--- src/hdl/wm2s_pkg.sv ---
// ----------------------------------------------------------------------------
// wm2s_pkg - shared types and constants
// Widths, limits and the control bundle of the 2-D window minimum core.
// ----------------------------------------------------------------------------
`default_nettype none

package wm2s_pkg;

  localparam int PIXEL_BITS  = 16;
  localparam int MAX_WIN_W   = 32;
  localparam int MAX_WIN_H   = 32;
  localparam int MAX_LINE    = 4096;
  localparam int ROW_LIMIT   = 4096;
  localparam int CNT_BITS    = 12;
  localparam int DIM_BITS    = CNT_BITS + 1;
  localparam int WIN_BITS    = 6;
  localparam int SUM_BITS    = 40;
  localparam int LINE_AW     = $clog2(MAX_LINE);
  localparam int WW_IDX_BITS = $clog2(MAX_WIN_W);
  localparam int WH_IDX_BITS = $clog2(MAX_WIN_H);

  typedef logic [PIXEL_BITS-1:0] pix_t;
  typedef logic [SUM_BITS-1:0]   sum_t;
  typedef logic [LINE_AW-1:0]    line_addr_t;

  // control bundle shared by every vertical cell
  typedef struct packed {
    logic       rd_en;
    line_addr_t rd_addr;
    logic       wr_en;
    line_addr_t wr_addr;
    logic       hold_en;
    logic       fwd;
  } vctl_t;

endpackage

`default_nettype wire

--- src/hdl/wm2s_hcell.sv ---
// ----------------------------------------------------------------------------
// wm2s_hcell - horizontal minimum cell
// Holds the minimum of the last k+1 pixels; takes its neighbor's value.
// ----------------------------------------------------------------------------
`default_nettype none

module wm2s_hcell import wm2s_pkg::*; (
  input  wire logic clk,
  input  wire logic en,
  input  wire pix_t px,
  input  wire pix_t prev,
  output pix_t      m
);

  pix_t m_r;
  pix_t m_nxt;

  assign m_nxt = (px < prev) ? px : prev;
  assign m     = m_r;

  always_ff @(posedge clk) begin
    if (en) begin
      m_r <= m_nxt;
    end
  end

endmodule

`default_nettype wire

--- config.mk ---
export PLATFORM = sky130hd
export DESIGN_NAME = wm2s_hcell
export DESIGN_NICKNAME = d
export VERILOG_FILES = /design/src/hdl/wm2s_pkg.sv /design/src/hdl/wm2s_hcell.sv
export SDC_FILE = /design/constraint.sdc
export NUM_CORES = 1
export LEC_CHECK = 0
export BUFFER_PORTS_ARGS = -buffer_cell sky130_fd_sc_hd__clkbuf_2
export CORE_MARGIN = 4
export CORE_UTILIZATION = 35
export DETAILED_ROUTE_END_ITERATION = 12
export GPL_TIMING_DRIVEN = 0
export PLACE_DENSITY = 0.63
export SYNTH_ARGS = -nofsm -noshare
export SYNTH_HDL_FRONTEND = slang
export SYNTH_SLANG_ARGS = --single-unit
--- constraint.sdc ---
create_clock -name clk -period 2.7 [get_ports clk]
set_clock_uncertainty 0.1 [all_clocks]
set_input_delay 0 -clock clk [delete_from_list [all_inputs] [get_ports clk]]
set_output_delay 0 -clock clk [all_outputs]
set_load 0.02 [all_outputs]
* Word level (Yosys, flattened, before mapping)
Index checks and enable logic that the tools add are counted.
** Word-level totals
- Logic and storage cells :: 3
- Input port bits :: 34
- Output and inout bits :: 16
- Bits in registers :: 16
** Operators by class
- Muxes and demuxes :: 1
- $lt $le $gt $ge :: 1
** Operator list (number)
- 16-bit less-than comparator :: 1
- 16-bit two-way mux :: 1

* Depth between registers and ports, before layout
Gate-level depths: netlist of run 1.
- Word-level depth :: 2
- Gate-level depth with buffers :: 8
- Depth with buffers taken out :: 7

* Least setup slack after synthesis of run 1
OpenSTA, ideal clock, no wires.
- Path type :: in2reg
- Start :: input port prev[9]
- End :: register m_r[10] (netlist: m[10]) (data pin)
- Stages :: 8
- Setup slack :: 0.657 ns
- Setup time :: 0.260 ns
- Path buffers :: 1
- Data required time :: 2.340 ns
- Arrival time :: 1.683 ns
- Cells stage by stage :: inv_1 -> ha_1 -> and4_1 -> nand2_1 -> o221ai_1 -> a211oi_4 -> buf_12 -> mux2_4
** Between the ends
- Longest elaborated chain between the ends :: 2
** RTL lines
- from (decl) :: RTL line wm2s_hcell.sv:11 : input wire pix_t prev,
- 16-bit less-than comparator :: RTL line wm2s_hcell.sv:18 : assign m_nxt = (px < prev) ? px : prev;
- 16-bit two-way mux :: RTL line wm2s_hcell.sv:18
- named net m_nxt[10] :: RTL line wm2s_hcell.sv:16 : pix_t m_nxt;
- to (signal assigned) :: RTL line wm2s_hcell.sv:23 : m_r <= m_nxt;
- to (decl) :: RTL line wm2s_hcell.sv:15 : pix_t m_r;
The timed path passes the listed nets, and every way through them passes these cells.
A chain may end at the register's enable or synchronous reset.

* Worst setup path after layout of run 1
- Start :: input port prev[11]
- End :: register m_r[8] (netlist: m[8]) (data pin)
The elaborated chain is that of the path after synthesis.

==> summary.md, run 1 <==
| Metric | Value |
|---|---|
| Max IR drop VDD | `163.8 µV` |
| Global Route Usage Sum | `0.1373` |
| F_max | `0.3902 GHz` |
| Tmin final | `2563 ps` |
| CP max stage delay | `530 ps` |
| Count of cell types in the netlist | `22` |
| Critical Path Sink Type | `flip-flop` |
| Share of cells above drive strength 1 | `0.4431` |
| Tcrit/Tclk final | `0.9492` |
| Hold Vio Cnt, Final | `0` |
| Worst-path maximum fanout | `10` |
| Critical Path Start Type | `input pin` |
| First-pass GRT wire length | `4.388 mm` |
| Worst Max-Slew Pin Slew | `502.5 ps` |
| I/O Buffers | `49` |
| Pins over their slew limit | `0` |
| Largest net degree at the start of global routing | `17` |
| Initial antenna violation count | `0` |
| Leakage power | `0.8791 nW` |
| CP arrival | `2510 ps` |
| DIE AREA | `0.004230 mm²` |
| TNS Setup | `0 ps` |
| Setup-failing EPs final | `0` |
| Seq/Total Area, Yosys | `0.4220` |
| HPWL after DPL | `1.928 mm` |
| Gpl congestion | `0.7436` |
| Reg clk slew, reported paths | `90 ps` |
| Clock sinks | `16` |
| Detailed-route wire length | `2.718 mm` |
| Crit-path cells | `dlygate4sd3_1 > clkbuf_2 > inv_1 > ha_1 > and4_1 > nand2_1 > o221ai_1 > a211oi_4 > buf_12 > mux2_4` |
| Synthesized cell area | `0.001139 mm²` |
| Cts bufs inserted | `3` |
| Initial Util | `0.3699` |
| Cell Rows | `20` |
| Comb power frac | `0.371` |
| CTS tree | `yes` |
| Vias in the first global route | `984` |
| Ys flop type | `edfxtp_1` |
| Finished Layout Cells | `211` |
| # fillers | `259` |
| Drt drc | `0` |
| Pre-CTS WS | `358.6 ps` |
| DR vias/cell | `4.408` |
| Reg power frac | `0.448` |
| Hold slack | `139.9 ps` |
| Resize count post-CTS | `0` |
| CTS root buf | `clkbuf_4` |
| Nets@finish | `218` |
| Post-Synthesis Net Count | `132` |
| Grt ovf | `0` |
| Die height | `65.04 µm` |
| Core ar. | `0.003078 mm²` |
| H-tree level count | `1` |
| Ys Warns | `0` |
| Post-Synthesis Cells | `83` |
| Die Wd | `65.04 µm` |
| Ys async rst share | `0` |
| RSZ-0062 raised after global routing | `no` |
| First-pass iteration count of the detailed router | `4` |
| Layout Utilization | `0.5789` |
| Detailed-route wire length per cell | `12.88 µm` |
| Area grow syn2layout | `56.48%` |
| Max FFs per register | `16` |
| Slew margin rel. | `0.6639` |
| Syn Area/Cell | `13.72 µm²` |
| Cells after DPL | `176` |
| CP Data Required Time | `2640 ps` |
| Initial DRC Count | `12` |
| Crit path max-delay cell type | `dlygate4sd3_1` |
| NetSw | `0.0002038 W` |
| Worst min path class | `input pin to flip-flop` |
| Switch share | `0.2903` |
| Status | `completed` |
| Crit Path Category | `input pin to flip-flop` |
| Post-synth EDFFs | `16` |
| Internal power | `0.0004982 W` |
| # diodes | `0` |
| # Max-Cap Violations | `0` |
| Final worst setup slack | `137.1 ps` |
| DR vias | `930` |
| Power per cell area | `394.0 mW/mm²` |
| IO Count | `50` |
| Synthesis-stage register bit count | `16` |
| Final ANT Viol Nets | `0` |
| Clk buf depth | `2` |
| Clock share of power | `0.181` |
-- kinds of logic after synthesis --
family | count (synthesis) | synth area share
adder cells (fa/ha/maj) | 15 | 0.1648
flip-flops | 16 | 0.4220
buffers and inverters | 16 | 0.06703
AND/OR/NAND/NOR | 8 | 0.04836
AO/OA/AOI/OAI | 12 | 0.1066
multiplexers | 16 | 0.1912
-- per-stage QoR --
step | power (W) | area (µm²)
floorplan | 0.0004684 | 1139
global placement | 0.0005396 | 1439
detailed placement | 0.0005455 | 1439
CTS | 0.0007058 | 1782
global route | 0.0007400 | 1782
finish | 0.0007021 | 1782
-- synth_stat cells (all sizes together), types with 2 or more instances --
cell type	instances	area, µm²
a21oi	3	15.01
nand2	2	7.510
inv	15	56.30
nor2	2	7.510
and4	2	20.02
ha	15	187.7
a211oi	2	27.53
mux2	16	217.7
edfxtp	16	480.5
-- worst max-delay path, delay by kind of cell --
family / cells / cell delay, ps
buffers and inverters: 4 / 910
AO/OA/AOI/OAI: 2 / 700
AND/OR/NAND/NOR: 2 / 300
adder cells (fa/ha/maj): 1 / 300
multiplexers: 1 / 300
-- layout by cell type (no fill, tap or decap) --
cell and count:
clkbuf_2 49, dlygate4sd3_1 32, edfxtp_1 16, inv_1 15, ha_1 15, mux2_4 10
mux2_2 6, a21oi_1 3, clkbuf_4 3, nand2_1 2, nor2_1 2, and4_4 1
and4_1 1, a21o_1 1, o221ai_1 1, a211oi_1 1, o21ai_0 1, o21a_1 1
nand4_1 1, nand2b_4 1, a2111oi_4 1, a31oi_1 1, o41ai_2 1, a211oi_4 1
buf_12 1
-- power groups by stage --
| stage | logic [W] | registers, W | clock network [W] |
|---|---|---|---|
| CTS | 0.000262 | 0.000315 | 0.000129 |
| global placement | 0.000221 | 0.000319 | 0 |
| detailed placement | 0.000225 | 0.000321 | 0 |
| global route | 0.000283 | 0.000318 | 0.000139 |
| finish | 0.000261 | 0.000314 | 0.000127 |
| floorplan | 0.000112 | 0.000357 | 0 |
-- worst paths after layout --
| path | from | to | slack [ps] | cells after the start |
|---|---|---|---|---|
| hold / removal | en | m[5] | 140 | 1 |
| setup / recovery | prev[11] | m[8] | 140 | 10 |
-- layout make-up --
type	count	area, µm²	share of cell area
Tap cell	44	55.05	0.03090
Inverter	15	56.30	0.03160
Sequential cell	16	480.5	0.2697
Timing Repair Buffer	81	565.5	0.3174
Clock buffer	3	22.52	0.01264
Buffer	1	20.02	0.01124
Multi-Input combinational cell	51	581.8	0.3265
-- routing by layer --
metal  vias up  GRT usage  part of all wire
met5         -          0                 0
met4         0    0.05440             0.014
met3         4    0.01560             0.031
met2        20     0.2835              0.58
met1       428     0.1347              0.38
li1        478          -                 -
-- what timing repair did --
| action | in CTS | in global routing |
|---|---|---|
| endpoints found under the hold margin | 16 | 0 |
| buffers inserted | 0 | 0 |
| setup endpoints to repair | 0 | 10 |
| hold buffers | 32 | 0 |
Note: power is estimated with default switching activity, not from simulation.
==> run 2, diff against run 1 <==
Clock period 2.7 ns to 2.6 ns, I/O delays scaled along.
==> run 2 against run 1 <==
Against the previous run:
- first-iteration DRC count grew 25%
- cell area up 1.3%
- sequential power increased by 4%
- clock-buffer cell count unchanged
- sequential share of layout area decreased by 0.34 points
- final cell count up 1.4%
- die area did not move
- sequential cell count stayed put
- setup slack better by 46 ps
- non-clock buffer count increased by 3
- via count increased by 1.7%
- global-route usage stayed put
- largest power group unchanged
==> summary.md, run 2 (synthesis results as in run 1) <==
| Metric | Value |
|---|---|
| Leakage power | `0.8931 nW (+1.6%)` |
| CP max stage delay | `540 ps (about the same)` |
| Nets@finish | `221 (+1.4%)` |
| Grt ovf | `0 (unchanged)` |
| Finished Layout Cells | `214 (+1.4%)` |
| NetSw | `0.0002150 W (+5.5%)` |
| Core ar. | `0.003078 mm² (unchanged)` |
| Power per cell area | `409.8 mW/mm² (+4.0%)` |
| Global Route Usage Sum | `0.1373 (unchanged)` |
| Detailed-route wire length | `2.729 mm (+0.40%)` |
| Clock share of power | `0.181 (about the same)` |
| First-pass iteration count of the detailed router | `4 (unchanged)` |
| DP Area | `0.001439 mm² (unchanged)` |
| Status | `completed` |
| Cell Rows | `20 (unchanged)` |
| Final ANT Viol Nets | `0 (unchanged)` |
| Critical Path Start Type | `input pin` |
| Resize count post-CTS | `0 (unchanged)` |
| Crit Path Category | `input pin to flip-flop` |
| Pre-CTS WS | `258.6 ps (-100.0 ps)` |
| Worst min path class | `input pin to flip-flop` |
| IO Count | `50 (unchanged)` |
| Die Wd | `65.04 µm (unchanged)` |
| Critical Path Sink Type | `flip-flop` |
| Switch share | `0.2908 (+0.0004911)` |
| CTS tree | `yes` |
| Area grow syn2layout | `58.46%` |
| Post-route cell area | `0.001804 mm² (+1.3%)` |
| Initial DRC Count | `15 (+3)` |
| Slew margin rel. | `0.7088 (+0.04487)` |
| First-pass GRT wire length | `4.395 mm (+0.16%)` |
| DR vias/cell | `4.421 (+0.29%)` |
| Comb power frac | `0.378 (+0.007)` |
| Tmin final | `2417 ps` |
| Crit-path cells | `dlygate4sd3_1 > clkbuf_2 > ha_1 > and4_1 > nand2_1 > o221ai_1 > a211oi_4 > buf_4 > mux2_2` |
| Worst Max-Slew Pin Slew | `436.8 ps (-65.70 ps)` |
| F_max | `0.4137 GHz` |
| Initial antenna violation count | `0 (unchanged)` |
| Layout Utilization | `0.5862 (+0.007317)` |
| CTS root buf | `clkbuf_4` |
| Clk buf depth | `2 (unchanged)` |
| Die height | `65.04 µm (unchanged)` |
| Most frequent cells in the layout | `49 x clkbuf_2, 32 x dlygate4sd3_1, 16 x edfxtp_1` |
| Worst-path maximum fanout | `4 (-6)` |
| HPWL after DPL | `1.928 mm (unchanged)` |
| Detailed-route wire length per cell | `12.75 µm (-1.0%)` |
| CP arrival | `2360 ps (-150 ps)` |
| Initial Util | `0.3699 (unchanged)` |
| Max IR drop VDD | `172.3 µV (+5.2%)` |
| Hold Vio Cnt, Final | `0 (unchanged)` |
| # diodes | `0 (unchanged)` |
| Gpl congestion | `0.7436 (unchanged)` |
| H-tree level count | `1 (unchanged)` |
| Vias in the first global route | `990 (+0.61%)` |
| Crit path max-delay cell type | `dlygate4sd3_1` |
| Setup-failing EPs final | `0 (unchanged)` |
| Most common cell after layout, fill and taps aside | `clkbuf_2` |
| Reg clk slew, reported paths | `90 ps (about the same)` |
| Share of cells above drive strength 1 | `0.4529 (+0.009827)` |
| DR vias | `946 (+1.7%)` |
| Met2 Wirelength | `1.557 mm (-0.64%)` |
| Max FFs per register | `16 (unchanged)` |
| Largest net degree at the start of global routing | `17 (unchanged)` |
| Reg power frac | `0.441 (-0.007)` |
| Drt drc | `0 (unchanged)` |
| CP Data Required Time | `2550 ps (-90 ps)` |
| Pins over their slew limit | `0 (unchanged)` |
| RSZ-0062 raised after global routing | `no` |
| Top Metal Used | `met4` |
| Clock sinks | `16 (unchanged)` |
| DIE AREA | `0.004230 mm² (unchanged)` |
| Final worst setup slack | `183.1 ps (+45.99 ps)` |
| Cells after DPL | `176 (unchanged)` |
| # Max-Cap Violations | `0 (unchanged)` |
| Internal power | `0.0005244 W (+5.2%)` |
| Tcrit/Tclk final | `0.9296` |
| DR WL met3 | `86 µm (+2.4%)` |
| TNS Setup | `0 ps (unchanged)` |
| WL met1 | `1.019 mm (-0.88%)` |
| I/O Buffers | `49 (unchanged)` |
| Cts bufs inserted | `3 (unchanged)` |
[run 2: cell types whose count changed in the layout (fill, tap and decap cells not counted), sizes merged]
cell,before,now
buf,1,4
[run 2: power by group through the flow]
stage | clock network, W | logic, W | registers [W]
final | 0.000134 | 0.000279 | 0.000326
after global routing | 0.000147 | 0.000303 | 0.000330
after CTS | 0.000134 | 0.000272 | 0.000327
after floorplan | 0 | 0.000116 | 0.000370
after global placement | 0 | 0.000229 | 0.000331
after detailed placement | 0 | 0.000233 | 0.000333
[run 2: final cells by class]
type / count / area [µm²]
tap: 44 / 55.05
buffer: 1 / 20.02
timing repair buffer: 84 / 588.1
inverter: 15 / 56.30
fill: 261 / 1274
multi-input combinational: 51 / 581.8
sequential: 16 / 480.5
clock buffer: 3 / 22.52
[run 2: critical path, delay by kind of cell]
| family | cells | cell delay [ps] |
|---|---|---|
| buffers and inverters | 3 | 860 |
| AO/OA/AOI/OAI | 2 | 530 |
| multiplexers | 1 | 340 |
| AND/OR/NAND/NOR | 2 | 320 |
| adder cells (fa/ha/maj) | 1 | 290 |
[run 2: path summary, 6_finish.rpt]
kind	startpoint	to	cells after the start
worst max-delay path	px[9]	m[2]	9
worst min-delay path	en	m[5]	1
[run 2: timing repair]
action,4_1_cts,5_1_grt
endpoints found under the setup margin,0,10
hold buffers,32,0
setup buffers,0,3
endpoints found under the hold margin,16,0
[run 2: routing by layer]
metal | GRT usage | vias to the layer above
met5 | 0 | -
met4 | 0.05440 | 0
met3 | 0.01560 | 5
met2 | 0.2835 | 21
met1 | 0.1347 | 436
li1 | - | 484
[run 2: per-stage QoR]
| stage | hold slack (ps) | power (W) |
|---|---|---|
| 2_1_floorplan | 12.50 | 0.0004864 |
| 3_3_place_gp | 219.1 | 0.0005604 |
| 3_5_place_dp | 220.4 | 0.0005665 |
| 4_1_cts | 143.6 | 0.0007329 |
| 5_1_grt | 165.9 | 0.0007795 |
| 6_report | 144.4 | 0.0007394 |
